## config.mk

```make
export PLATFORM = sky130hd
export DESIGN_NAME = psc_temp
export DESIGN_NICKNAME = d
export VERILOG_FILES = /design/src/hdl/psc_pkg.sv /design/src/hdl/psc_temp.sv
export SDC_FILE = /design/constraint.sdc
export NUM_CORES = 2
export LEC_CHECK = 0
export BUFFER_PORTS_ARGS = -buffer_cell sky130_fd_sc_hd__buf_2
export CAP_MARGIN = 15
export CORE_MARGIN = 3
export CORE_UTILIZATION = 70
export CTS_BUF_LIST = sky130_fd_sc_hd__clkbuf_4
export DETAILED_ROUTE_END_ITERATION = 8
export PLACE_DENSITY = 0.95
export SLEW_MARGIN = 20
export SYNTH_ARGS = -nofsm -noshare
export SYNTH_HDL_FRONTEND = slang
export SYNTH_SLANG_ARGS = --single-unit
```

## constraint.sdc

```tcl
create_clock -name clock -period 21.9 [get_ports clock]
set_clock_uncertainty 0.15 [all_clocks]
set_input_delay 0 -clock clock [delete_from_list [all_inputs] [get_ports clock]]
set_output_delay 0 -clock clock [all_outputs]
set_load 0.02 [all_outputs]
```

## src/hdl/psc_pkg.sv

```systemverilog
// Package for the PTH sensor compensation unit.
// Holds register indexes, latencies and fixed-point helpers; no dependencies.
package psc_pkg;

   typedef enum logic [2:0] {
      CSR_TEMP       = 3'd0,
      CSR_PRESS_LOW  = 3'd1,
      CSR_PRESS_HIGH = 3'd2,
      CSR_P9_H1      = 3'd3,
      CSR_HUMID      = 3'd4
   } csr_index_type;

   localparam int unsigned LAT_TEMP      = 4;
   localparam int unsigned LAT_PRESS_PRE = 5;
   localparam int unsigned LAT_DIV       = 32;
   localparam int unsigned LAT_PRESS_PST = 4;
   localparam int unsigned LAT_HUMID     = 12;
   localparam int unsigned LAT_PRESS     = LAT_PRESS_PRE + LAT_DIV + LAT_PRESS_PST;
   localparam int unsigned LAT_TOTAL     = LAT_TEMP + LAT_PRESS;

   typedef struct packed {
      logic half;   // dividend taken unshifted, quotient doubled after
      logic zero;   // divisor was zero
   } div_side_type;

   function automatic logic [31:0] sx16(logic [15:0] v);
      return {{16{v[15]}}, v};
   endfunction

   function automatic logic [31:0] sx12(logic [11:0] v);
      return {{20{v[11]}}, v};
   endfunction

   function automatic logic [31:0] sx8(logic [7:0] v);
      return {{24{v[7]}}, v};
   endfunction

   function automatic logic [31:0] asr(logic [31:0] x, int unsigned n);
      return 32'($signed(x) >>> n);
   endfunction

   // signed divide by 2**n, truncating toward zero
   function automatic logic [31:0] sdivp2(logic [31:0] x, int unsigned n);
      logic [31:0] bias;
      bias = (32'd1 << n) - 32'd1;
      return asr(x + (x[31] ? bias : 32'd0), n);
   endfunction

endpackage

```

## src/hdl/psc_temp.sv

```systemverilog
// Temperature compensation, four stages; yields fine-temperature terms.
// Depends on psc_pkg.
module psc_temp import psc_pkg::*; (
   input  logic        clock,
   input  logic        adv,
   input  logic [19:0] ut,
   input  logic [19:0] up,
   input  logic [15:0] uh,
   input  logic [47:0] cal_temp,
   output logic [31:0] temp,
   output logic [31:0] pa,
   output logic [31:0] v1,
   output logic [19:0] up_o,
   output logic [15:0] uh_o
);
   logic [31:0] t1, t2, t3, x_in, d_in;
   logic [31:0] ta_ff, dd_ff, a_ff, b1_ff, tf_ff, temp_ff, pa_ff, v1_ff;
   logic [19:0] up_ff [LAT_TEMP];
   logic [15:0] uh_ff [LAT_TEMP];

   assign t1   = 32'(cal_temp[15:0]);
   assign t2   = sx16(cal_temp[31:16]);
   assign t3   = sx16(cal_temp[47:32]);
   assign x_in = (32'(ut) >> 3) - (t1 << 1);
   assign d_in = (32'(ut) >> 4) - t1;

   always_ff @(posedge clock) begin
      if (adv) begin
         ta_ff   <= x_in * t2;
         dd_ff   <= d_in * d_in;
         a_ff    <= asr(ta_ff, 11);
         b1_ff   <= asr(dd_ff, 12) * t3;
         tf_ff   <= a_ff + asr(b1_ff, 14);
         temp_ff <= asr(tf_ff * 32'd5 + 32'd128, 8);
         pa_ff   <= asr(tf_ff, 1) - 32'd64000;
         v1_ff   <= tf_ff - 32'd76800;
         up_ff[0] <= up;
         uh_ff[0] <= uh;
         for (int i = 1; i < LAT_TEMP; i++) begin
            up_ff[i] <= up_ff[i-1];
            uh_ff[i] <= uh_ff[i-1];
         end
      end
   end

   assign temp = temp_ff;
   assign pa   = pa_ff;
   assign v1   = v1_ff;
   assign up_o = up_ff[LAT_TEMP-1];
   assign uh_o = uh_ff[LAT_TEMP-1];
endmodule

```

# After elaboration in Yosys (flattened, before gate mapping)
# Memory sizes are Yosys's and may differ from the RTL's.
# Cells that the tools add are included.
# word_totals
memories,2
inputBits,106
register_bits,227
mem_bits_rw,144
# memory_table
memory,words,width,rd,rd_clocked_by_memory_dff,write_ports,line,rtl
up_ff,4,20,4,0,4,psc_temp.sv:18,logic [19:0] up_ff [LAT_TEMP];
uh_ff,4,16,4,0,4,psc_temp.sv:19,logic [15:0] uh_ff [LAT_TEMP];
# classes
multipliers,4
add_sub_neg,6
mux,2
# op_table
operator,n
"adder 32 x 8 -> 32 bit, second input constant",1
multiplier 17 x 17 -> 32 bit,1
multiplier 18 x 16 -> 32 bit,1
multiplier 20 x 16 -> 32 bit,1
"multiplier 32 x 3 -> 32 bit, second input constant",1
"subtractor 32 x 17 -> 32 bit, second input constant",1
adder 21 x 18 -> 22 bit,1
"subtractor 21 x 17 -> 22 bit, second input constant",1
subtractor 17 x 17 -> 18 bit,1
subtractor 16 x 16 -> 17 bit,1
2-to-1 mux 1 bit,2

# Logic depth before layout (Yosys ltp)
# logic_depth
word_depth,2
ltp_mapped,36
ltp_nobuf,35

# Worst setup path before layout
# OpenSTA, ideal clock, no wires.
# synth_timing
kind,in2reg
from,input ut[4]
to,register ta_ff[30] (data pin)
slack_ns,14.229
required_ns,21.492
setup_ns,0.258
t_arrival_ns,7.263
path_stages,33
cell_sequence,inv_1 -> ha_1 -> fa_1 -> nor2b_4 -> o31a_1 -> o211a_1 -> o31ai_4 -> o21ai_2 -> o21a_1 -> nor2_1 -> clkbuf_1 -> buf_2 -> nand2_1 -> inv_1 -> fa_1 -> fa_1 -> fa_1 -> fa_1 -> fa_1 -> inv_1 -> fa_1 -> inv_1 -> ha_1 -> a21o_1 -> a21o_1 -> a21o_1 -> a21o_1 -> a21o_1 -> a21oi_1 -> a21oi_1 -> o31ai_1 -> nor2b_1 -> xnor2_1
# synth_between
elab_chain_cells,2
# synth_lines
element,line,rtl
start: declaration,psc_temp.sv:6,"input logic [19:0] ut,"
subtractor 17 x 17 -> 18 bit,psc_temp.sv:24,assign x_in = (32'(ut) >> 3) - (t1 << 1);
multiplier 18 x 16 -> 32 bit,psc_temp.sv:29,ta_ff <= x_in * t2;
end signal: assignment,psc_temp.sv:29,
end: declaration,psc_temp.sv:17,"logic [31:0] ta_ff, dd_ff, a_ff, b1_ff, tf_ff, temp_ff, pa_ff, v1_ff;"
# Every way passes these cells.
# A chain may end at the register's enable or synchronous reset.

# Worst setup path after layout
# layout_timing
from,input ut[4]
to,register ta_ff[24] (data pin)
# The elaborated chain is that of the path after synthesis.

==> results.tsv <==
metric	value	unit
status	finished, final reports clean	
busiest_layer	met2	
antenna_found_initial	3	
r2r_start	dd_ff[19]	
grt_start_max_net_pins	137	
synth.ff_latch_count	314	
gr-usage-all-layers	0.331	
use_met1	0.388	
grt_util_met3	0.0730	
core	59200	sq um
gr-total-overflow	0	
drt-initial-drc-count	2186	
min_path_cells	6	
die_y	251	um
ff2ff_path_depth	23	
post_drt_wl_per_cell	19.8	um
yosysSeqAreaShare	0.224	
cp-end-kind	flop	
ant_nets	0	
rows	89	
numPortBuffers	234	
cts-resized-gates	0	
crit_fanout	23	
rrSetupSlack	14530	ps
arrival	8910	ps
met2_usage	0.573	
tns	0	ps
critPathMostFrequentCell	fa_1	
io_pins	238	
syn_to_final_growth	8.04	%
fp.dieW	251	um
max_stage_delay	850	ps
worst_slew_pin_slew	1080	ps
ys_types	71	
path_class	input port to flop	
place.gp.congestion	0.922	
synth_ff_type	edfxtp_1	
dp_hpwl	77.2	mm
clk_latency	790	ps
setup_violations	0	
cts_tree	done	
die_area	63100	sq um
grt_pass1_vias	32848	
register_area	9430	sq um
synth_edf_count	314	
clk_pin_slew	60	ps
hold_start	ut[19]	
drt-pass1-iter-count	6	
clock-sinks	314	
layout-drive-gt1-share	0.0940	
fmax	116	MHz
num_vias	29134	
clockBufferDepth	3	
grt_pass1_wl	163	mm
cts_setup_buffers	0	
cts_max_level	3	
crit_path_top_delay_cell	xor2_1	
ys_async_sr_fraction	0	
cts_made_buffers	74	
worstPathRequired	22200	ps
avgViaCountPerCell	5.74	
syn_nets	5250	
whs_endpoint	ta_ff[31]	
final_hold_viol_count	0	
synth_cells	3989	
cp-start-kind	input port	
cap_violations	0	
report.final.slew_viol_count	0	
synth_area_per_cell	10.6	sq um
multi_input_area	28400	sq um
rsz0062_at_grt	no	
min_period	8620	ps
r2r_end	b1_ff[31]	
min_period_over_period	0.393	
start_util	0.710	
mappedNetlistArea	42100	sq um
wirelength	100	mm
maxSlewHeadroom	0.280	
hp-class	input port to flop	
fillers	3508	
nets	5509	
ys_warn_count	0	
drc_errors	0	
clockRootBuffer	clkbuf_4	
==> what timing repair did <==
action / CTS / global route
endpoints found under the hold margin: 171 / 0
hold buffers: 74 / 0
setup endpoints to repair: 0 / 0
==> sequential cells by signal, indices dropped and copies added, names as in the netlist <==
name,flops
v1,22
tf_ff,22
a_ff,21
up_ff,80
ta_ff,21
uh_ff,64
temp,24
pa,22
b1_ff,18
dd_ff,20
==> worst max-delay path by stage <==
stage / endpoint / start / cells after the start / slack [ps]
finish: ta_ff[24] / ut[4] / 33 / 13280
global route: ta_ff[24] / ut[4] / 33 / 13000
global placement: ta_ff[30] / ut[4] / 35 / 13070
floorplan: ta_ff[30] / ut[4] / 33 / 14230
CTS: ta_ff[24] / ut[4] / 33 / 13630
detailed placement: ta_ff[30] / ut[4] / 35 / 12850
==> cells in the mapped netlist, types with 18 or more instances <==
cell	n	area share
edfxtp_1	314	0.22
a21o_1	32	0.0057
nor3_1	31	0.0037
nand3_1	31	0.0037
o21a_1	18	0.0032
nor2_1	145	0.013
nand2b_1	36	0.0054
nor2b_1	29	0.0043
and2_1	225	0.033
buf_4	28	0.0050
o21ai_0	37	0.0044
inv_1	964	0.086
a21oi_1	54	0.0064
xnor2_1	121	0.025
clkbuf_1	112	0.010
xor2_1	47	0.0098
fa_1	817	0.39
nand2_1	467	0.042
ha_1	338	0.10
==> routing by layer <==
metal  up-vias  share of wire
met5         -              0
met4         0          0.059
met3       474          0.099
met2      1746           0.50
met1     14378           0.34
li1      12536              -
==> critical path, delay by kind of cell <==
family,cells,cell delay [ps]
AOI/OAI and AO/OA,10,2350
xor gates and xnor gates,2,940
adders and majority gates,9,3800
buffers and inverters,9,1310
and+or+nand+nor,3,510
==> layout by cell type, fill, tap and decap left out, types with 24 or more instances in the layout <==
cell and instances:
ha_1 338, xor2_1 45, nand2b_1 36, buf_4 24, xnor2_1 118, nor2b_1 29, o21ai_0 37, nand3_1 31
clkbuf_4 98, fa_1 817, edfxtp_1 314, inv_1 964, nor3_1 31, nand2_1 467, buf_2 233, a21o_1 32
dlygate4sd3_1 74, a21oi_1 53, and2_1 225, nor2_1 144
==> layout make-up <==
type	instances	area share
clock buffer	98	0.0162
inverter	974	0.0804
sequential	314	0.207
clock inverter	27	0.00410
antenna	4	0.000220
tap	773	0.0213
multi-input combinational	2551	0.624
timing repair buffer	333	0.0465
==> stage by stage <==
stage | util | setup slack, ps | cell area [sq um] | hold WS, ps | instances
global placement | 0.739 | 13070 | 43800 | 27.1 | 4871
global route | 0.768 | 13000 | 45500 | 237 | 5072
floorplan | - | 14230 | 42100 | -51.1 | 3989
CTS | 0.767 | 13630 | 45500 | 152 | 5070
detailed placement | 0.739 | 12850 | 43800 | 28.9 | 4871
finish | 0.768 | 13280 | 45500 | 231 | 5074
==> kinds of logic (layout without fill, tap and decap cells) <==
family | after synthesis | in the layout | synth area share
other | 0 | 4 | 0
AO/OA/AOI/OAI | 217 | 217 | 0.0356
buffers and inverters | 1124 | 1432 | 0.103
adder cells (fa/ha/maj) | 1155 | 1155 | 0.489
multiplexers | 2 | 2 | 0.000803
AND/OR/NAND/NOR | 1008 | 1008 | 0.112
XOR/XNOR | 169 | 169 | 0.0353
flip-flops | 314 | 314 | 0.224
Power is left out: the tool's default activity adds up to more than one toggle a clock period on the data nets, which glitch-free logic cannot reach.
