`src/hdl/psc_pkg.sv`:
```
// Package for the PTH sensor compensation unit.
// Holds register indexes, latencies and fixed-point helpers; no dependencies.
package psc_pkg;

   typedef enum logic [2:0] {
      CSR_TEMP       = 3'd0,
      CSR_PRESS_LOW  = 3'd1,
      CSR_PRESS_HIGH = 3'd2,
      CSR_P9_H1      = 3'd3,
      CSR_HUMID      = 3'd4
   } csr_index_type;

   localparam int unsigned LAT_TEMP      = 4;
   localparam int unsigned LAT_PRESS_PRE = 5;
   localparam int unsigned LAT_DIV       = 32;
   localparam int unsigned LAT_PRESS_PST = 4;
   localparam int unsigned LAT_HUMID     = 12;
   localparam int unsigned LAT_PRESS     = LAT_PRESS_PRE + LAT_DIV + LAT_PRESS_PST;
   localparam int unsigned LAT_TOTAL     = LAT_TEMP + LAT_PRESS;

   typedef struct packed {
      logic half;   // dividend taken unshifted, quotient doubled after
      logic zero;   // divisor was zero
   } div_side_type;

   function automatic logic [31:0] sx16(logic [15:0] v);
      return {{16{v[15]}}, v};
   endfunction

   function automatic logic [31:0] sx12(logic [11:0] v);
      return {{20{v[11]}}, v};
   endfunction

   function automatic logic [31:0] sx8(logic [7:0] v);
      return {{24{v[7]}}, v};
   endfunction

   function automatic logic [31:0] asr(logic [31:0] x, int unsigned n);
      return 32'($signed(x) >>> n);
   endfunction

   // signed divide by 2**n, truncating toward zero
   function automatic logic [31:0] sdivp2(logic [31:0] x, int unsigned n);
      logic [31:0] bias;
      bias = (32'd1 << n) - 32'd1;
      return asr(x + (x[31] ? bias : 32'd0), n);
   endfunction

endpackage

```
`src/hdl/psc_press_post.sv`:
```
// Pressure back end: quotient scaling and P7..P9 correction, four stages.
// Depends on psc_pkg.
module psc_press_post import psc_pkg::*; (
   input  logic         clock,
   input  logic         adv,
   input  logic [31:0]  quo,
   input  div_side_type side,
   input  logic [63:0]  cal_hi,
   input  logic [23:0]  cal_p9h1,
   output logic [31:0]  pres
);
   logic [31:0] p7, p8, p9, p0_ff, p1_ff, p2_ff, sqq_ff, pb_ff, a9_ff, b8_ff, pres_ff;
   logic        z0_ff, z1_ff, z2_ff;

   assign p7 = sx16(cal_hi[47:32]);
   assign p8 = sx16(cal_hi[63:48]);
   assign p9 = sx16(cal_p9h1[15:0]);

   always_ff @(posedge clock) begin
      if (adv) begin
         p0_ff   <= side.half ? (quo << 1) : quo;
         z0_ff   <= side.zero;
         sqq_ff  <= (p0_ff >> 3) * (p0_ff >> 3);
         pb_ff   <= (p0_ff >> 2) * p8;
         p1_ff   <= p0_ff;
         z1_ff   <= z0_ff;
         a9_ff   <= asr(p9 * (sqq_ff >> 13), 12);
         b8_ff   <= asr(pb_ff, 13);
         p2_ff   <= p1_ff;
         z2_ff   <= z1_ff;
         pres_ff <= z2_ff ? 32'd0 : p2_ff + asr(a9_ff + b8_ff + p7, 4);
      end
   end

   assign pres = pres_ff;
endmodule

```
`config.mk`:
```
export PLATFORM = sky130hd
export DESIGN_NAME = psc_press_post
export DESIGN_NICKNAME = d
export VERILOG_FILES = /design/src/hdl/psc_pkg.sv /design/src/hdl/psc_press_post.sv
export SDC_FILE = /design/constraint.sdc
export NUM_CORES = 2
export LEC_CHECK = 0
export BUFFER_PORTS_ARGS = -buffer_cell sky130_fd_sc_hd__buf_4
export CAP_MARGIN = 0
export CELL_PAD_IN_SITES_DETAIL_PLACEMENT = 1
export CELL_PAD_IN_SITES_GLOBAL_PLACEMENT = 2
export CORE_MARGIN = 2
export CORE_UTILIZATION = 25
export CTS_CLUSTER_DIAMETER = 200
export DETAILED_ROUTE_END_ITERATION = 10
export PLACE_DENSITY_LB_ADDON = 0.12
export RECOVER_POWER = 50
export SKIP_LAST_GASP = 1
export SYNTH_ARGS = -nofsm -noshare
export SYNTH_HDL_FRONTEND = slang
export SYNTH_SLANG_ARGS = --single-unit
```
`constraint.sdc`:
```
create_clock -name clock -period 25.4 [get_ports clock]
set_input_delay 7.62 -clock clock [delete_from_list [all_inputs] [get_ports clock]]
set_output_delay 7.62 -clock clock [all_outputs]
set_load 0.01 [all_outputs]
```
# Word-level counts from Yosys, hierarchy flattened
# Index checks and enable logic that the tools add are counted.
[word_totals]
reg_bits = 234
in_bits = 124
out_inout_bits = 32
elab_cells = 19
[op_classes]
add_sub_neg = 3
mul = 3
mux = 1
[op_table]
columns = ["op", "n"]
rows = [
  ["adder 32 bit", 1],
  ["multiplier 16 x 20 -> 32 bit", 1],
  ["multiplier 29 x 29 -> 32 bit", 1],
  ["multiplier 31 x 16 -> 32 bit", 1],
  ["two-way mux 32 bit", 1],
  ["adder 21 x 16 -> 22 bit", 1],
  ["adder 20 x 19 -> 21 bit", 1],
]

# Longest topological paths before layout
[depth]
depth_word = 3
mapped_depth = 28
mapped_depth_nobuf = 26

# Least setup slack after synthesis
# OpenSTA, ideal clock, no wires.
[synth_timing]
kind = "input to register"
startpoint = "input cal_p9h1[1]"
endpoint = "register, netlist name a9_ff[19]"
setup_time_ns = 0.262
t_arrival_ns = 13.425
required_ns = 25.138
path_slack_ns = 11.712
stages = 24
n_path_buf = 2
cell_sequence = "clkbuf_1 clkbuf_1 nand2_1 fa_1 inv_1 fa_1 inv_1 fa_1 fa_1 inv_1 fa_1 inv_1 fa_1 inv_1 ha_1 and4_1 o211a_1 a221oi_4 a211oi_1 o2111ai_1 nand3_1 and3_4 a311oi_2 xnor2_1"
[synth_via]
elab_chain_cells = 1
[synth_lines]
columns = ["item", "line_no", "rtl"]
rows = [
  ["start, declared", "psc_press_post.sv:9", "input logic [23:0] cal_p9h1,"],
  ["multiplier 16 x 20 -> 32 bit", "psc_press_post.sv:27", "a9_ff <= asr(p9 * (sqq_ff >> 13), 12);"],
]
# No other way between the ends.
# A chain may end at the register's enable or synchronous reset.

# Worst setup path after layout
[layout_timing]
startpoint = "input cal_hi[49]"
endpoint = "register pb_ff[27], data pin"
[layout_via]
elab_chain_cells = 1
[layout_lines]
columns = ["item", "line_no", "rtl"]
rows = [
  ["start, declared", "psc_press_post.sv:8", "input logic [63:0] cal_hi,"],
  ["multiplier 31 x 16 -> 32 bit", "psc_press_post.sv:24", "pb_ff <= (p0_ff >> 2) * p8;"],
  ["end signal, assigned", "psc_press_post.sv:24", ""],
  ["end, declared", "psc_press_post.sv:12", "logic [31:0] p7, p8, p9, p0_ff, p1_ff, p2_ff, sqq_ff, pb_ff, a9_ff, b8_ff, pres_ff;"],
]
# No other way between the ends.

==> impl_results.md <==
- Status: complete, but fails checks
- Failing checks: max-capacitance violations, max-slew violations
- Ratio of cells with drive above 1 in the final layout: 5.52%
- Cells along the critical path: buf_4 > nand2_1 > fa_1 > inv_1 > fa_1 > fa_1 > fa_1 > inv_1 > fa_1 > inv_1 > fa_1 > ha_1 > o211ai_1 > o32ai_1 > o31ai_2 > a21o_1 > a21oi_1 > o21a_1 > nor2_1 > xnor2_1
- Post-Syn Area per Cell: 9.83 µm²
- RSZ-0062 raised after global routing: false
- CP Capture Type: flip-flop
- Post-Synth Adder-Cell Area: 53.4%
- Final Hold Fails: 0
- Sequential share of the synthesized area: 14.5%
- Hold buffers post-CTS: 0
- Clk Latency, worst-skew pair: 0.59 ns
- CP bufs+invs: 4
- ANT nets after route: 0
- Post-synth top flop: edfxtp_1
- Min Clock Period, post-route: 14.03 ns
- I/O pins: 156
- Clk_skew: 0.0362 ns
- First-pass GRT wire length: 216 mm
- CP max FO: 30
- Largest net degree at the start of global routing: 95
- Pre-CTS WS: 10.71 ns
- EDFF count, synth: 208
- R2R Path End: sqq_ff[31]$_DFFE_PP_
- Critical Path RT: 25.69 ns
- FF-to-FF Start: p0_ff[7]$_DFFE_PP_
- Critical Path Sink: pb_ff[27]$_DFFE_PP_
- Worst Setup Start Kind: primary input
- All-layer global routing usage: 16.5%
- Post-synthesis xor/xnor area fraction: 2.82%
- Non-filler cells, final: 6753
- Crit path DAT: 14.32 ns
- Fmax: 71.3 MHz
- CTS tree: built
- CP max stage delay: 0.63 ns
- Crit Path Class: primary input to flip-flop
- Cts repair resizes: 0
- Mapped Nets: 5805
- Setup ws final: 11.37 ns
- Gpl congestion: 0.767
- Die W: 420 µm
- R2r setup slk: 15.28 ns
- Full die area: 176000 µm²
- Period utilization: 55.2%
- Post-synthesis mux area share: 0.878%
- Core area: 172000 µm²
- Most common cell after layout, fill and taps aside: inv_1
- Synth warnings: 0
- Nets: 5827
- Gr ovfl total: 0
- Reg2reg path depth: 23
- Sinks on Clock Net: 208
- Worst slew pin tran: 5.68 ns
- Routed vias: 28600
- Critical Path Source: cal_hi[49]
- Root buffer cell: clkbuf_16
- Clock-pin slew on the worst setup and hold paths: 0.06 ns
- Critical Path Stages: 20
- Most frequent cells in the layout: inv_1, fa_1, nand2_1
- Final setup fails: 0
- CTS Buf Count: 28
- Most used cell, CP: fa_1
- Max-cap viol count: 21
- Synth Area in Simple Gates: 13.0%
- Num rows: 152
- Die H: 420 µm
- Via density: 4.23
- Post-Syn Area: 43200 µm²
- Unique masters post-synth: 75
- Synth Area in Compound Gates: 4.01%
- Post-route DRC: 0
- Worst min path class: flip-flop to flip-flop
- DRT Pass-1 Iters: 5
- Post-CTS Setup Bufs: 0
- Async set-reset flop share out of synthesis: 0%
- Main combinational cell family by area after synthesis: adder cells
- Inst Count DP: 6695
- Synth-to-layout area growth: 10.1%
- H-tree levels: 1
- Wire per inst: 20.9 µm
- Clock buffer depth: 3
- Starting Density: 25.2%
- Max-slew headroom: -279%
- Worst hold start: p1_ff[12]$_DFFE_PP_
- DP HPWL: 109 mm
- CP max-delay cell: fa_1
- Initial antenna violation count: 14
- Max-slew violations: 596
- Synthesis-stage register bit count: 208
- DRT iter0 DRCs: 964
- Total Routed Length: 141 mm
- Cells after Synth: 4393
- Final setup TNS: 0 ns
- CP delay by family, top: adder cells
- Number of global-route vias before repair: 33100
- # port buffers: 115
-- layout make-up --
class                      instances  area (µm²)
timing repair buffer             169        1160
antenna                            6        15.0
inverter                        1136        4260
clock buffer                      30         708
multi-input combinational       2872       32000
fill                           19700      124000
sequential                       208        6250
tap                             2310        2890
clock inverter                    22         262
-- cell usage after synthesis, drive strengths merged, types with 4 or more instances --
| master | instances | area [µm²] |
|---|---|---|
| xnor2 | 96 | 841 |
| nand2 | 582 | 2180 |
| o21ai | 40 | 200 |
| clkbuf | 165 | 619 |
| mux2 | 31 | 349 |
| nor2b | 14 | 87.6 |
| ha | 365 | 4570 |
| a311oi | 4 | 47.6 |
| a211oi | 12 | 90.1 |
| nand2b | 28 | 175 |
| nor3b | 6 | 50.1 |
| or3 | 8 | 55.1 |
| o21bai | 8 | 60.1 |
| a211o | 4 | 35.0 |
| o211ai | 7 | 57.6 |
| or2 | 8 | 50.1 |
| o2111ai | 4 | 35.0 |
| and4 | 5 | 43.8 |
| buf | 12 | 46.3 |
| nor2 | 95 | 357 |
| o21a | 15 | 120 |
| nor3 | 22 | 115 |
| and2 | 354 | 2210 |
| a221oi | 4 | 65.1 |
| edfxtp | 208 | 6250 |
| inv | 1136 | 4260 |
| o31ai | 4 | 48.8 |
| a31o | 7 | 61.3 |
| nand3 | 16 | 80.1 |
| and3 | 9 | 63.8 |
| a21oi | 63 | 319 |
| fa | 923 | 18500 |
| a31oi | 6 | 37.5 |
| nand4 | 11 | 68.8 |
| a21o | 47 | 353 |
| xor2 | 43 | 377 |
| a21boi | 4 | 30.0 |
-- metrics by stage --
step | hold WS [ns] | cell area (µm²) | util [%]
6_report | 0.397 | 47500 | 27.7
2_1_floorplan | 0.400 | 43200 | -
5_1_grt | 0.401 | 47500 | 27.7
3_3_place_gp | 0.401 | 46700 | 27.2
4_1_cts | 0.392 | 47700 | 27.8
3_5_place_dp | 0.405 | 46700 | 27.2
-- how the worst min path moves through the flow --
stage,endpoint,slack [ns],depth (start not counted)
floorplan,b8_ff[0]$_DFFE_PP_,0.40,0
CTS,p2_ff[12]$_DFFE_PP_,0.39,0
global route,p2_ff[12]$_DFFE_PP_,0.40,0
finish,p2_ff[12]$_DFFE_PP_,0.40,0
detailed placement,p2_ff[22]$_DFFE_PP_,0.41,0
global placement,z1_ff$_DFFE_PP_,0.40,0
-- state kept, by name (all words and copies together), names as in the netlist --
name,count
a9_ff,20
b8_ff,19
p0_ff,32
p1_ff,32
p2_ff,32
pb_ff,19
pres,32
sqq_ff,19
z0_ff,1
z1_ff,1
z2_ff,1
-- routing by layer --
layer  vias to the layer above  part of all wire (%)  wire [µm]  GRT usage [%]
met1                     15200                    50      70300           24.0
li1                      13000                     -          -              -
met2                       305                    47      66600           28.1
met3                        61                   2.1       2990          0.761
met4                         0                  0.82       1160           1.59
met5                         -                     0          0              0
-- cells by family (layout without fill, tap and decap cells) --
family / after synthesis / after routing
compound gates: 244 / 244
xor+xnor: 139 / 139
fa+ha+maj: 1288 / 1288
buf+inv: 1313 / 1357
flops: 208 / 208
mux: 34 / 34
other cells: 0 / 6
simple gates: 1167 / 1167
-- worst register-to-register path: cells and delay by family (launching register included) --
kind            cells  cell delay (ns)
compound gates      4             1.82
fa+ha+maj           9             4.41
buf+inv             4             1.96
flops               1             0.34
mux                 1             0.22
simple gates        5             1.11
Power is not shown: default switching activity piles up to over one toggle a cycle in this logic, so the estimate is an artifact.
