## config.mk

```make
export PLATFORM = sky130hd
export DESIGN_NAME = psc_delay
export DESIGN_NICKNAME = d
export VERILOG_FILES = /design/src/hdl/psc_delay.sv
export SDC_FILE = /design/constraint.sdc
export NUM_CORES = 1
export LEC_CHECK = 0
export BUFFER_PORTS_ARGS = -buffer_cell sky130_fd_sc_hd__buf_2
export CORE_UTILIZATION = 25
export DETAILED_ROUTE_END_ITERATION = 6
export MAX_ROUTING_LAYER = met4
export PLACE_DENSITY = 0.54
export SLEW_MARGIN = 0
export SYNTH_ARGS = -nofsm -noshare
export SYNTH_HDL_FRONTEND = slang
export SYNTH_SLANG_ARGS = --single-unit
```

## constraint.sdc

```tcl
create_clock -name clock -period 1.7 [get_ports clock]
set_input_delay 0 -clock clock [delete_from_list [all_inputs] [get_ports clock]]
set_output_delay 0 -clock clock [all_outputs]
set_load 0.02 [all_outputs]
```

## src/hdl/psc_delay.sv

```systemverilog
// Enabled shift-register delay line for aligning pipeline side paths.
// No package dependencies.
module psc_delay #(
   parameter int unsigned WIDTH = 32,
   parameter int unsigned DEPTH = 4
) (
   input  logic             clock,
   input  logic             adv,
   input  logic [WIDTH-1:0] din,
   output logic [WIDTH-1:0] dout
);
   logic [WIDTH-1:0] data_ff [DEPTH];

   always_ff @(posedge clock) begin
      if (adv) begin
         data_ff[0] <= din;
         for (int i = 1; i < DEPTH; i++) begin
            data_ff[i] <= data_ff[i-1];
         end
      end
   end

   assign dout = data_ff[DEPTH-1];
endmodule

```

; ---- Word level (Yosys, flattened, before mapping)
; Memories as Yosys holds them, arrays and structs flattened.
; Cells that the tools add are included.
[word_totals]
memories = 1
ramBits = 128
input_bits = 34
register_bits = 0
output_inout_bits = 32
elab_cells = 3
[mem_list]
columns = memory, depth, width, rd, rd_clocked_by_memory_dff, write_ports, line_no
row1 = data_ff, 4, 32, 4, 0, 4, 12  ; logic [WIDTH-1:0] data_ff [DEPTH];
[classes]
mux = 2
[ops]
columns = cell, n
row1 = 1-bit 2-to-1 mux, 2

; ---- Depth between registers and ports, before layout
; Gate-level depths: netlist of the first run.
[depth]
word_depth = 2
ltp_mapped = 0
depth_no_buf = 0

; ---- Worst setup path after synthesis of the first run
; Ideal clock, no wire load.
[synth_timing]
path_kind = register to register
startpoint = mem data_ff[0][0]
endpoint = mem data_ff[1][0], data pin
arrival_ps = 323
slack_ps = 1111
path_stages_with_launch = 1
path_buffers = 0
setup_time_ps = 266
required_ps = 1434
period_less_slack_ps = 589
path_cell_list = edfxtp_1
[synth_rtl]
columns = item, line_no
row1 = start: declaration, 12

==> results.md, run 1 <==
- Met2 Usage GRT: 11.0%
- Worst Reg2Reg Path Length in Cells: 0
- Die Y: 126 um
- Largest fanout of any net on the critical path: 30
- Detailed Route Iter0 Violations: 92
- Synth warn: 0
- Total congestion overflow after global routing: 0
- Clock slew at the register clock pins of the worst setup and hold paths: 0.05 ns
- Latest clock arrival within the worst-skew pair: 0.40 ns
- CTS H-Tree Depth: 4
- Synth Cell Area: 3840 sq um
- Total of endpoints with negative setup slack in the final report: 0
- Sequential cell area: 3840 sq um
- Multi-input gates: 0
- Met3 track demand over resource in global routing: 4.33%
- #FFs+latches synth: 128
- Final Hold Vio Count: 0
- Synthesized instance count: 128
- Ant diodes: 0
- Area of the multi-input gates: 0 sq um
- Met1 usage in global routing: 7.15%
- Result of the run: complete, no violations
- Die Outline Area: 15900 sq um
- Syn Nets: 162
- HPWL Detailed: 2950 um
- Hold crit path type: primary input to register
- # DRC: 0
- Ports placed on the boundary: 66
- Global router's overall resource usage: 7.52%
- Fill cell total of the finished layout: 1401
- Row count: 44
- Arrival time of data at the critical path endpoint: 1.18 ns
- Final routed wirelength across all metal layers: 5120 um
- Portion of the post-synthesis area used by sequential elements: 100%
- Power per cell area: 1350 nW/um^2
- Layer carrying the most global-route usage: met2
- Area grow syn2layout: 38.0%
- Post-DRT Antenna Nets: 0
- Vias per cell: 3.58
- Sinks on the clock net: 128
- Clk root buf: sky130_fd_sc_hd__clkbuf_16
- Worst Path Class, Setup: primary input to register
- TritonCTS clock tree: built
- Max_slew headroom: 79.7%
- Mean area per synthesized cell: 30.0 sq um
- WL/cell: 11.5 um
- Fraction of layout cells with a size suffix above 1: 35.6%
- Maximum root-to-sink buffer count: 2
- Standby leakage power: 1.93 nW
- Wire length of the first global-routing pass: 7960 um
- Worst hold path cell count: 2
- Highest achievable clock rate: 0.906 GHz
- Area of the core: 14800 sq um
- Post-route setup slack: 0.596 ns
- Largest register FFs: 128
- Least-Margin Pin Slew: 0.304 ns
- Router iterations before antenna repair: 4
- Vias: 1592
- Via count of the first global-routing pass: 1601
- Data required time at the worst endpoint: 1.78 ns
- Max-cap violations: 0
- Width of the chip: 126 um
- Number of nets in the final layout: 283
- Total chip power: 7.17 mW
- Leading registers by flop count: data_ff (128)
- Pre-CTS setup slack: 0.735 ns
- Maximum number of pins on one net before global-route repair: 36
- Maximum clock skew at final layout: 0.00236 ns
- Max rail drop VDD: 0.000434 V
- Clock buffers created by TritonCTS: 17
- Largest Register: data_ff
- Number of antenna violations at the first check in global routing: 0
- Part of the cycle the worst path needs: 64.9%
- Setup TNS Final: 0 ns
- Setup repair after global routing missed its margin: false
- Final critical path time including I/O delays and setup: 1.10 ns
- Global placement routability congestion: 0.606
- Number of distinct standard cells referenced by the synthesized netlist: 1
- Category of the worst setup path capture point: register
- Number of input and output port buffers inserted: 65
- Starting density of the core: 26.1%
- Startpoint types: primary input
- Max-slew violation count: 0
==> per-stage QoR <==
stage,instances,hold slack (ns),util [%],instance area (sq um)
after global routing,445,0.277,35.9,5300
after detailed placement,381,0.178,30.2,4460
final,445,0.306,35.9,5300
after CTS,445,0.279,35.9,5300
after floorplan,128,0.0989,-,3840
after global placement,381,0.176,30.2,4460
==> kinds of logic (layout without fill, tap and decap cells) <==
| group | after synthesis | count (layout) | synth area share (%) |
|---|---|---|---|
| flip-flops | 128 | 128 | 100 |
| buffers and inverters | 0 | 133 | 0 |
==> where the power goes <==
part	total, mW	internal, mW	switching (mW)	leakage, nW
Clock	3.14	1.96	1.17	0.257
Sequential	3.76	3.72	0.0405	1.25
Combinational	0.269	0.117	0.152	0.424
==> cell usage in the layout (no fill, tap or decap) <==
cell	Yosys	layout
sky130_fd_sc_hd__clkinv_2	0	6
sky130_fd_sc_hd__clkinv_1	0	3
sky130_fd_sc_hd__clkbuf_16	0	17
sky130_fd_sc_hd__buf_12	0	2
sky130_fd_sc_hd__clkbuf_1	0	4
sky130_fd_sc_hd__buf_6	0	1
sky130_fd_sc_hd__bufinv_16	0	1
sky130_fd_sc_hd__buf_2	0	64
sky130_fd_sc_hd__edfxtp_1	128	128
sky130_fd_sc_hd__buf_4	0	2
sky130_fd_sc_hd__dlygate4sd3_1	0	33
==> what timing repair did <==
action	in CTS	in global routing
buffers inserted	0	0
hold buffers	33	0
gates resized for setup	0	0
hold endpoints to repair	58	0
==> cell usage after synthesis (all sizes together) <==
cell type	number	area [sq um]
edfxtp	128	3840
==> area by class of cell <==
class | count | area share [%]
clock buffers | 21 | 8.31
clock inverters | 10 | 1.34
well taps | 184 | 4.34
flip-flops and latches | 128 | 72.5
repair buffers | 102 | 13.5
==> worst max-delay path, stage by stage <==
cell	delay (ns)
sky130_fd_sc_hd__dlygate4sd3_1	0.54
sky130_fd_sc_hd__buf_6	0.29
sky130_fd_sc_hd__buf_4	0.34
==> layer usage <==
metal | part of all wire (%) | vias to the layer above
met2 | 49 | 49
met1 | 42 | 763
li1 | - | 768
met3 | 6.0 | 12
met4 | 3.2 | 0
met5 | 0 | -
==> final timing paths <==
check | end | start | slack, ns
setup / recovery | data_ff[3][0] | adv | 0.60
hold / removal | data_ff[0][14] | din[14] | 0.31
setup reg to reg | data_ff[2][6] | data_ff[1][6] | 1.07
hold reg to reg | data_ff[1][4] | data_ff[0][4] | 0.41
No activity file was read; power rests on OpenSTA's default activity.
==> run 2: changes to the inputs <==
--- a/config.mk
+++ b/config.mk
@@ -5,11 +5,12 @@
 export SDC_FILE = /design/constraint.sdc
 export NUM_CORES = 1
 export LEC_CHECK = 0
+export ABC_AREA = 1
 export BUFFER_PORTS_ARGS = -buffer_cell sky130_fd_sc_hd__buf_2
 export CORE_UTILIZATION = 25
 export DETAILED_ROUTE_END_ITERATION = 6
 export MAX_ROUTING_LAYER = met4
-export PLACE_DENSITY = 0.54
+export PLACE_DENSITY = 0.55
 export SLEW_MARGIN = 0
 export SYNTH_ARGS = -nofsm -noshare
 export SYNTH_HDL_FRONTEND = slang
==> constraint.sdc (replaced) <==
create_clock -name clock -period 1.01 [get_ports clock]
set_input_delay 0 -clock clock [delete_from_list [all_inputs] [get_ports clock]]
set_output_delay 0 -clock clock [all_outputs]
set_load 0.02 [all_outputs]
==> results.md, run 2 (same netlist as run 1, synthesis figures left out) <==
- Result of the run: complete, no violations (unchanged)
- Total of endpoints with negative setup slack in the final report: 0 (unchanged)
- Die Y: 126 um (unchanged)
- Stage delay of the slowest cell on the critical path: 0.35 ns (was 0.54 ns)
- Row count: 44 (unchanged)
- Area of the multi-input gates: 0 sq um (unchanged)
- Ant diodes: 0 (unchanged)
- Total congestion overflow after global routing: 0 (unchanged)
- Area of the core: 14800 sq um (unchanged)
- Pre-CTS setup slack: 0.250 ns (was 0.735 ns)
- Largest Register: data_ff (unchanged)
- List of cells traversed by the critical path: buf_2 (was dlygate4sd3_1, buf_6, buf_4)
- Clk root buf: sky130_fd_sc_hd__clkbuf_16 (unchanged)
- Global placement routability congestion: 0.615 (was 0.606)
- Data required time at the worst endpoint: 1.01 ns (was 1.78 ns)
- Largest register FFs: 128 (unchanged)
- Highest achievable clock rate: 1.08 GHz
- Global router's overall resource usage: 7.58% (was 7.52%)
- Max-cap violations: 0 (unchanged)
- CTS H-Tree Depth: 4 (unchanged)
- Detailed Route Iter0 Violations: 70 (was 92)
- Instance area at placement: 4510 sq um (was 4460 sq um)
- Ports placed on the boundary: 66 (unchanged)
- Latest clock arrival within the worst-skew pair: 0.40 ns (about the same)
- Number of input and output port buffers inserted: 65 (unchanged)
- Setup TNS Final: 0 ns (unchanged)
- Wire length of the first global-routing pass: 8170 um (was 7960 um)
- Via count of the first global-routing pass: 1586 (was 1601)
- Vias: 1604 (was 1592)
- WL/cell: 11.3 um (was 11.5 um)
- Post-DRT Antenna Nets: 0 (unchanged)
- TritonCTS clock tree: built (unchanged)
- Maximum clock skew at final layout: 0.00505 ns (was 0.00236 ns)
- Power per cell area: 2300 nW/um^2 (was 1350 nW/um^2)
- Setup slack on the worst flop-to-flop path: 0.39 ns (was 1.07 ns)
- Post-route setup slack: 0.0830 ns (was 0.596 ns)
- Fraction of layout cells with a size suffix above 1: 35.4% (was 35.6%)
- Max_slew headroom: 86.9% (was 79.7%)
- # DRC: 0 (unchanged)
- Multi-input gates: 0 (unchanged)
- Crit path max-delay cell type: sky130_fd_sc_hd__edfxtp_1 (was sky130_fd_sc_hd__dlygate4sd3_1)
- Final routed wirelength across all metal layers: 5030 um (was 5120 um)
- Buffers inserted during post-CTS setup optimization: 0 (unchanged)
- Category of the worst setup path capture point: output port (was register)
- Maximum root-to-sink buffer count: 2 (unchanged)
- Final critical path time including I/O delays and setup: 0.927 ns
- Hold crit path type: primary input to register (unchanged)
- Most frequent cells in the layout: 128 x sky130_fd_sc_hd__edfxtp_1, 64 x sky130_fd_sc_hd__buf_2, 33 x sky130_fd_sc_hd__dlygate4sd3_1 (unchanged)
- Design Area, Final: 5380 sq um (was 5300 sq um)
- Final Hold Vio Count: 0 (unchanged)
- Area grow syn2layout: 39.8% (was 38.0%)
- Sinks on the clock net: 128 (unchanged)
- Part of the cycle the worst path needs: 91.8%
- Max-slew violation count: 0 (unchanged)
- Startpoint types: register (was primary input)
- Arrival time of data at the critical path endpoint: 0.93 ns (was 1.18 ns)
- Worst Path Class, Setup: register to output port (was primary input to register)
- Number of antenna violations at the first check in global routing: 0 (unchanged)
- Max rail drop VDD: 0.000999 V (was 0.000434 V)
- Setup repair after global routing missed its margin: false (unchanged)
- Vias per cell: 3.59 (was 3.58)
- Starting density of the core: 26.1% (unchanged)
- Hold slack final: 0.297 ns (was 0.306 ns)
- Clock buffers created by TritonCTS: 17 (unchanged)
- Width of the chip: 126 um (unchanged)
- Total buffers and inverters traversed by the critical path: 1 (was 3)
- Delay-heaviest family, CP: flip-flops (was buffers and inverters)
- Largest fanout of any net on the critical path: 1 (was 30)
- Most frequent standard cell in the layout excluding fill and tap cells: sky130_fd_sc_hd__edfxtp_1 (unchanged)
- Die Outline Area: 15900 sq um (unchanged)
- Router iterations before antenna repair: 4 (unchanged)
- Maximum number of pins on one net before global-route repair: 37 (was 36)
- Standby leakage power: 1.96 nW (was 1.93 nW)
- Leading registers by flop count: data_ff (128) (unchanged)
- Clock slew at the register clock pins of the worst setup and hold paths: 0.05 ns (about the same)
- Least-Margin Pin Slew: 0.196 ns (was 0.304 ns)
- Number of nets in the final layout: 284 (was 283)
- End-of-flow core utilization: 36.4% (was 35.9%)
run 2: metal layers:
layer | routed length, um | track usage, % | part of all wire, %
met1 | 2080 | 7.53 | 41
met2 | 2410 | 10.7 | 48
met3 | 377 | 4.29 | 7.5
met4 | 157 | 6.38 | 3.1
met5 | 0 | - | 0
run 2: timing repair:
action,CTS,global route
hold endpoints to repair,37,0
gates resized for setup,0,0
hold buffers,33,0
run 2: power breakdown:
group          internal (mW)  switching [mW]  leakage (nW)
registers               6.27          0.0663          1.25
clock network           3.58            1.97         0.265
logic                  0.215           0.259         0.443
run 2: worst paths after layout:
check                                     from              to  depth (start not counted)
worst max register to register  data_ff[0][21]  data_ff[1][21]                          0
worst min register to register  data_ff[2][24]  data_ff[3][24]                          0
worst min-delay path                    din[9]   data_ff[0][9]                          2
worst max-delay path            data_ff[3][30]        dout[30]                          1
run 2: final cells by class:
class                 instances  area, sq um
Clock buffer                 23          448
Clock inverter                9         91.3
Fill cell                  1415         9380
Sequential cell             128         3840
Tap cell                    184          230
Timing Repair Buffer        103          762
run 2: metrics by stage:
step                      total power, mW  cells
after floorplan                      6.53    128
after global placement               6.81    382
after detailed placement             6.83    382
after CTS                            12.6    447
after global routing                 12.8    447
final                                12.4    447
